==> config.mk <==
export PLATFORM = sky130hd
export DESIGN_NAME = encoder_unwrap_window_velocity
export DESIGN_NICKNAME = d
export VERILOG_FILES = /design/src/rtl/euwv_pkg.sv /design/src/rtl/euwv_cell.sv /design/src/rtl/euwv_chain.sv /design/src/rtl/encoder_unwrap_window_velocity.sv
export SDC_FILE = /design/constraint.sdc
export NUM_CORES = 1
export LEC_CHECK = 0
export BUFFER_PORTS_ARGS = -buffer_cell sky130_fd_sc_hd__buf_2
export CAP_MARGIN = 20
export CORE_MARGIN = 2
export CORE_UTILIZATION = 56
export CTS_CLUSTER_SIZE = 10
export DETAILED_ROUTE_END_ITERATION = 16
export PLACE_DENSITY_LB_ADDON = 0.1
export SYNTH_ARGS = -nofsm -noshare
export SYNTH_HDL_FRONTEND = slang
export SYNTH_SLANG_ARGS = --single-unit
==> constraint.sdc <==
create_clock -name clk -period 10.4 [get_ports clk]
set_clock_uncertainty 0.2 [all_clocks]
set_input_delay 1.04 -clock clk [delete_from_list [all_inputs] [get_ports clk]]
set_output_delay 1.04 -clock clk [all_outputs]
set_load 0.02 [all_outputs]
==> src/rtl/euwv_pkg.sv <==
package euwv_pkg;

    localparam int WINDOW      = 8;
    localparam int SAMPLE_W    = 12;
    localparam int DELTA_W     = 13;
    localparam int ANGLE_W     = 32;
    localparam int WSUM_W      = 16;
    localparam int VEL_W       = 25;
    localparam int SCALE_W     = 10;
    localparam int ADDR_W      = 3;
    localparam int DATA_W      = 32;
    localparam int HALF_TURN   = 2048;
    localparam int TURN        = 4096;
    localparam int SCALE_RESET = 200;

    localparam logic REG_VELOCITY_SCALE = 1'b0;

    localparam int FILL_W     = $clog2(WINDOW + 1);
    localparam int SUM_W      = $clog2(WINDOW * HALF_TURN + 1) + 1;
    localparam int SUM_EXT_W  = (SUM_W > WSUM_W) ? SUM_W : WSUM_W + 1;
    localparam int PROD_W     = SUM_W + SCALE_W + 1;
    localparam int PROD_EXT_W = (PROD_W > VEL_W) ? PROD_W : VEL_W + 1;

    function automatic logic signed [DELTA_W-1:0] wrap_delta(
        input logic [SAMPLE_W-1:0] cur,
        input logic [SAMPLE_W-1:0] prev
    );
        logic signed [DELTA_W:0] diff;
        begin
            diff = $signed({2'b00, cur}) - $signed({2'b00, prev});
            if (diff < -(DELTA_W + 1)'(HALF_TURN))
            begin
                diff = diff + (DELTA_W + 1)'(TURN);
            end
            else if (diff > (DELTA_W + 1)'(HALF_TURN))
            begin
                diff = diff - (DELTA_W + 1)'(TURN);
            end
            wrap_delta = diff[DELTA_W-1:0];
        end
    endfunction

    function automatic logic signed [ANGLE_W-1:0] sat_angle(
        input logic signed [ANGLE_W-1:0] angle,
        input logic signed [DELTA_W-1:0] delta
    );
        logic signed [ANGLE_W:0] sum;
        begin
            sum = (ANGLE_W + 1)'(angle) + (ANGLE_W + 1)'(delta);
            if (sum[ANGLE_W] != sum[ANGLE_W-1])
            begin
                sat_angle = {sum[ANGLE_W], {(ANGLE_W - 1){~sum[ANGLE_W]}}};
            end
            else
            begin
                sat_angle = sum[ANGLE_W-1:0];
            end
        end
    endfunction

    function automatic logic signed [WSUM_W-1:0] sat_wsum(
        input logic signed [SUM_W-1:0] total
    );
        logic signed [SUM_EXT_W-1:0] ext;
        logic signed [SUM_EXT_W-1:0] hi;
        logic signed [SUM_EXT_W-1:0] lo;
        begin
            ext = SUM_EXT_W'(total);
            hi  = SUM_EXT_W'((1 << (WSUM_W - 1)) - 1);
            lo  = -SUM_EXT_W'(1 << (WSUM_W - 1));
            if (ext > hi)
            begin
                ext = hi;
            end
            else if (ext < lo)
            begin
                ext = lo;
            end
            sat_wsum = ext[WSUM_W-1:0];
        end
    endfunction

    function automatic logic signed [VEL_W-1:0] sat_vel(
        input logic signed [PROD_W-1:0] prod
    );
        logic signed [PROD_EXT_W-1:0] ext;
        logic signed [PROD_EXT_W-1:0] hi;
        logic signed [PROD_EXT_W-1:0] lo;
        begin
            ext = PROD_EXT_W'(prod);
            hi  = PROD_EXT_W'((1 << (VEL_W - 1)) - 1);
            lo  = -PROD_EXT_W'(1 << (VEL_W - 1));
            if (ext > hi)
            begin
                ext = hi;
            end
            else if (ext < lo)
            begin
                ext = lo;
            end
            sat_vel = ext[VEL_W-1:0];
        end
    endfunction

endpackage

==> src/rtl/euwv_cell.sv <==
module euwv_cell (
    input  logic                                 clk,
    input  logic                                 shift,
    input  logic signed [euwv_pkg::DELTA_W-1:0]  delta_in,
    output logic signed [euwv_pkg::DELTA_W-1:0]  delta_out
);

    logic signed [euwv_pkg::DELTA_W-1:0] delta_reg;

    always_ff @(posedge clk)
    begin
        if (shift)
        begin
            delta_reg <= delta_in;
        end
    end

    assign delta_out = delta_reg;

endmodule

==> src/rtl/euwv_chain.sv <==
module euwv_chain (
    input  logic                                 clk,
    input  logic                                 shift,
    input  logic signed [euwv_pkg::DELTA_W-1:0]  delta_in,
    output logic signed [euwv_pkg::DELTA_W-1:0]  oldest
);

    logic signed [euwv_pkg::DELTA_W-1:0] link [euwv_pkg::WINDOW+1];

    assign link[0] = delta_in;

    for (genvar i = 0; i < euwv_pkg::WINDOW; i++)
    begin : g_cell
        euwv_cell u_cell (
            .clk       (clk),
            .shift     (shift),
            .delta_in  (link[i]),
            .delta_out (link[i+1])
        );
    end

    assign oldest = link[euwv_pkg::WINDOW];

endmodule

==> src/rtl/encoder_unwrap_window_velocity.sv <==
// Multi-turn angle unwrapper with a moving-window velocity, in encoder counts.
// The sample channel (sample_valid, sample_stall, raw_sample) takes one 12-bit
// absolute angle word per cycle unless stalled. The result channel
// (result_valid, result_stall) returns one word per sample: turn_angle,
// step_delta, window_sum and velocity. The first sample after reset seeds the
// angle and gives a zero delta. Samples are registered in the first stage, then
// in the result stage; the block sustains one word per cycle unless the receiver
// stalls. The window is a shift chain of delta cells that moves once per
// accepted sample; the oldest cell leaves the sum once the chain is full. A
// second stage multiplies the sum by velocity_scale. When the receiver stalls,
// the result word holds and one more sample may be taken into the first stage;
// after that sample_stall rises. Reset clears the angle, the window fill and the
// sum, and sets velocity_scale to 200. velocity_scale is written through the APB
// port at address 0 and should be changed only while no words are in flight.
module encoder_unwrap_window_velocity (
    input  logic                                  clk,
    input  logic                                  rst_n,
    input  logic                                  psel,
    input  logic                                  penable,
    input  logic                                  pwrite,
    input  logic [euwv_pkg::ADDR_W-1:0]           paddr,
    input  logic [euwv_pkg::DATA_W-1:0]           pwdata,
    output logic [euwv_pkg::DATA_W-1:0]           prdata,
    output logic                                  pready,
    input  logic                                  sample_valid,
    output logic                                  sample_stall,
    input  logic [euwv_pkg::SAMPLE_W-1:0]         raw_sample,
    output logic                                  result_valid,
    input  logic                                  result_stall,
    output logic signed [euwv_pkg::ANGLE_W-1:0]   turn_angle,
    output logic signed [euwv_pkg::DELTA_W-1:0]   step_delta,
    output logic signed [euwv_pkg::WSUM_W-1:0]    window_sum,
    output logic signed [euwv_pkg::VEL_W-1:0]     velocity
);

    logic [euwv_pkg::SCALE_W-1:0]         scale_reg;
    logic                                 started_reg;
    logic [euwv_pkg::SAMPLE_W-1:0]        prev_reg;
    logic signed [euwv_pkg::ANGLE_W-1:0]  turn_pos_reg;
    logic signed [euwv_pkg::ANGLE_W-1:0]  turn_pos_next;
    logic signed [euwv_pkg::SUM_W-1:0]    total_reg;
    logic signed [euwv_pkg::SUM_W-1:0]    total_next;
    logic [euwv_pkg::FILL_W-1:0]          fill_reg;
    logic signed [euwv_pkg::DELTA_W-1:0]  delta_reg;
    logic signed [euwv_pkg::DELTA_W-1:0]  delta_next;
    logic signed [euwv_pkg::DELTA_W-1:0]  oldest;
    logic                                 s1_valid_reg;
    logic                                 out_valid_reg;
    logic signed [euwv_pkg::ANGLE_W-1:0]  out_turn_reg;
    logic signed [euwv_pkg::DELTA_W-1:0]  out_delta_reg;
    logic signed [euwv_pkg::WSUM_W-1:0]   out_wsum_reg;
    logic signed [euwv_pkg::VEL_W-1:0]    out_vel_reg;
    logic signed [euwv_pkg::PROD_W-1:0]   product;
    logic                                 full;
    logic                                 accept;
    logic                                 advance;
    logic                                 cfg_write;

    assign pready    = 1'b1;
    assign cfg_write = psel && penable && pwrite;
    assign prdata    = (paddr[2] == euwv_pkg::REG_VELOCITY_SCALE)
                     ? euwv_pkg::DATA_W'(scale_reg) : '0;

    always_ff @(posedge clk or negedge rst_n)
    begin
        if (!rst_n)
        begin
            scale_reg <= euwv_pkg::SCALE_W'(euwv_pkg::SCALE_RESET);
        end
        else if (cfg_write && paddr[2] == euwv_pkg::REG_VELOCITY_SCALE)
        begin
            scale_reg <= pwdata[euwv_pkg::SCALE_W-1:0];
        end
    end

    assign advance      = !out_valid_reg || !result_stall;
    assign sample_stall = s1_valid_reg && !advance;
    assign accept       = sample_valid && !sample_stall;
    assign full         = (fill_reg == euwv_pkg::FILL_W'(euwv_pkg::WINDOW));

    always_comb
    begin
        if (started_reg)
        begin
            delta_next    = euwv_pkg::wrap_delta(raw_sample, prev_reg);
            turn_pos_next = euwv_pkg::sat_angle(turn_pos_reg, delta_next);
        end
        else
        begin
            delta_next    = '0;
            turn_pos_next = $signed(euwv_pkg::ANGLE_W'(raw_sample));
        end
        total_next = total_reg + euwv_pkg::SUM_W'(delta_next);
        if (full)
        begin
            total_next = total_next - euwv_pkg::SUM_W'(oldest);
        end
    end

    euwv_chain u_chain (
        .clk      (clk),
        .shift    (accept),
        .delta_in (delta_next),
        .oldest   (oldest)
    );

    always_ff @(posedge clk or negedge rst_n)
    begin
        if (!rst_n)
        begin
            started_reg  <= 1'b0;
            prev_reg     <= '0;
            turn_pos_reg <= '0;
            total_reg    <= '0;
            fill_reg     <= '0;
            s1_valid_reg <= 1'b0;
        end
        else
        begin
            if (accept)
            begin
                started_reg  <= 1'b1;
                prev_reg     <= raw_sample;
                turn_pos_reg <= turn_pos_next;
                total_reg    <= total_next;
                if (!full)
                begin
                    fill_reg <= fill_reg + 1'b1;
                end
            end
            if (accept)
            begin
                s1_valid_reg <= 1'b1;
            end
            else if (advance)
            begin
                s1_valid_reg <= 1'b0;
            end
        end
    end

    always_ff @(posedge clk)
    begin
        if (accept)
        begin
            delta_reg <= delta_next;
        end
    end

    assign product = euwv_pkg::PROD_W'(total_reg)
                   * $signed(euwv_pkg::PROD_W'(scale_reg));

    always_ff @(posedge clk or negedge rst_n)
    begin
        if (!rst_n)
        begin
            out_valid_reg <= 1'b0;
        end
        else if (advance)
        begin
            out_valid_reg <= s1_valid_reg;
        end
    end

    always_ff @(posedge clk)
    begin
        if (advance && s1_valid_reg)
        begin
            out_turn_reg  <= turn_pos_reg;
            out_delta_reg <= delta_reg;
            out_wsum_reg  <= euwv_pkg::sat_wsum(total_reg);
            out_vel_reg   <= euwv_pkg::sat_vel(product);
        end
    end

    assign result_valid = out_valid_reg;
    assign turn_angle   = out_turn_reg;
    assign step_delta   = out_delta_reg;
    assign window_sum   = out_wsum_reg;
    assign velocity     = out_vel_reg;

endmodule

==> qor.csv <==
metric,value,unit
critPathSlowestCell,dfrtp_1,
fin_ws,3280,ps
initial_core_util,56.5,%
register_area,7640,um2
final_antenna_net_count,0,
setup-tns-final,0,ps
die_x,190,um
ys_types,77,
synth_enable_flop_cells,190,
timing.fmax,0.140,GHz
vias,13300,
hpwl,29.6,mm
wl_per_cell,16.7,um
cts.sinks,267,
drtPass1Iterations,5,
arrival,7210,ps
port_buffers,127,
postCtsResizedCells,0,
grt_first_pass_wirelength,67.5,mm
path_delay_family,adder cells,
setup_viol,0,
multi_input_comb_area,10400,um2
place_area,20200,um2
cts_tree,yes,
end_kind,flop,
die_y,190,um
nets,2255,
grt_max_degree,80,
hold_viol_final,0,
grt_pass1_vias,13700,
ioPinCount,175,
rr_endpoint,velocity[5]$_SDFFCE_PN1P_,
cts_setup_buffers,0,
syn2layout_area_growth,9.06,%
synth_warnings,0,
synth_cells,1835,
yosysTopAreaCellShare,29.4,%
antenna_found_initial,4,
final_cells,2398,
min_path_type,primary input to async pin,
worst_pin_slew,955,ps
critPathBufInv,3,
worstPathRequired,10490,ps
finalCritPeriodShare,68.5,%
period_minus_slack,7120,ps
dp_cells,2338,
cts_made_buffers,31,
num-fill-cells,2827,
async_reset_ff_share,28.8,%
vias_per_cell,5.53,
crit_chain,"nand2_1, inv_1, fa_1, fa_1, fa_1, fa_1, inv_1, fa_1, inv_1, ha_1, and3_1, and3_1, a22o_1, a31o_2, o221a_2, mux2i_1, a21oi_1, a211o_2, o21ai_0",
synth.avg_cell_area,10.6,um2
final_area,21100,um2
timing.rr.start,scale_reg[2]$_DFFE_PN0P_,
track_usage,23.5,%
place_ws,2950,ps
syn_area,19400,um2
clkTransAtPathRegs,60,ps
cap_violations,0,
htree_levels,1,
synth_top_area_cell,edfxtp_1,
grt_overflow,0,
clock-root-buffer,clkbuf_16,
rsz0062_at_grt,false,
drcViolationCount,0,
synth_area_leaders,"edfxtp_1 29%, fa_1 15%, dfrtp_1 9.6%, ha_1 8.7%, inv_1 4.9%",
synth_seq_cells,267,
clkLatencyLatePin,580,ps
max_slew_margin,36.3,%
rows,68,
ys_seq_area_share,39.4,%
largest_register_ffs,91,
status,finished clean,
cpPeakStageDelay,910,ps
cpMostUsedCell,fa_1,
ctsLongestPathBuffers,3,
reg2reg_depth,19,
core_area,34300,um2
cp_max_fo,24,
drv_slew,0,
die-area,36100,um2
r2r_slack,3280,ps
critPathLaunchType,flop,
gp_congestion,0.855,
synthFlopType,edfxtp_1,
path_depth,19,
drtIter0Drc,711,
hold_buffers,0,
drive_gt1_share,11.6,%
critical_path_class,flop to flop,
drt-total-wl,40.1,mm
-- logic make-up (layout without fill, tap and decap cells) --
kind of cell	Yosys count	in the layout	share of synthesized area, %
buf+inv	360	446	7.54
simple gates	450	450	11.5
fa+ha+maj	285	285	24.1
mux	16	16	0.897
compound gates	369	369	12.6
other cells	2	24	0.0387
xor+xnor	86	86	3.88
flops	267	267	39.4
-- cell usage after synthesis (25+ instances only) --
cell,count
buf_4,25
ha_1,135
and2_1,86
inv_1,255
a21o_1,45
nor2_1,66
clkbuf_1,75
fa_1,149
edfxtp_1,190
nand2_1,166
a21oi_1,96
dfrtp_1,74
xor2_1,35
o21ai_0,85
xnor2_1,51
-- how the worst max path moves through the flow --
| stage | startpoint | to | slack (ps) |
|---|---|---|---|
| global route | scale_reg[2]$_DFFE_PN0P_ | velocity[0]$_SDFFCE_PN1P_ | 2870 |
| detailed placement | raw_sample[0] | turn_pos_reg[24]$_DFFE_PN0P_ | 2950 |
| floorplan | result_stall | step_delta[0]$_DFFE_PP_ | 2290 |
| finish | scale_reg[2]$_DFFE_PN0P_ | velocity[5]$_SDFFCE_PN1P_ | 3280 |
| CTS | scale_reg[2]$_DFFE_PN0P_ | velocity[5]$_SDFFCE_PN1P_ | 3240 |
| global placement | raw_sample[0] | turn_pos_reg[26]$_DFFE_PN0P_ | 3000 |
-- final cells by class --
class	instances	share of cell area [%]
tap	455	2.69
sequential	267	36.1
multi-input combinational	1229	49.1
antenna	1	0.0118
clock inverter	3	0.136
timing repair buffer	133	3.23
inverter	255	4.54
clock buffer	55	4.14
-- layer usage --
metal | global-route usage [%] | part of all wire [%] | wire length (um) | vias up
met4 | 7.25 | 2.7 | 1070 | 6
met3 | 3.89 | 5.2 | 2090 | 78
met1 | 30.7 | 44 | 17700 | 6580
met2 | 40.1 | 48 | 19200 | 296
li1 | - | - | - | 6295
met5 | 0 | 0.11 | 45 | -
-- cell usage in the layout (no fill, tap or decap), types with 31 or more instances in the layout --
cell type,instances
a21o_1,45
a21oi_1,96
edfxtp_1,190
nand2_1,165
o21ai_0,85
inv_1,254
xnor2_1,51
nor2_1,66
and2_1,86
xor2_1,35
ha_1,135
buf_2,126
fa_1,149
dfrtp_1,74
clkbuf_16,31
-- through the flow --
stage                     hold WS (ps)  util (%)
after floorplan                    200         -
after global placement             201      59.0
after detailed placement           205      59.0
after CTS                         49.7      61.6
after global routing              63.5      61.7
final                             79.0      61.7
Power is not shown: default switching activity piles up to over one toggle a cycle in this logic, so the estimate is an artifact.
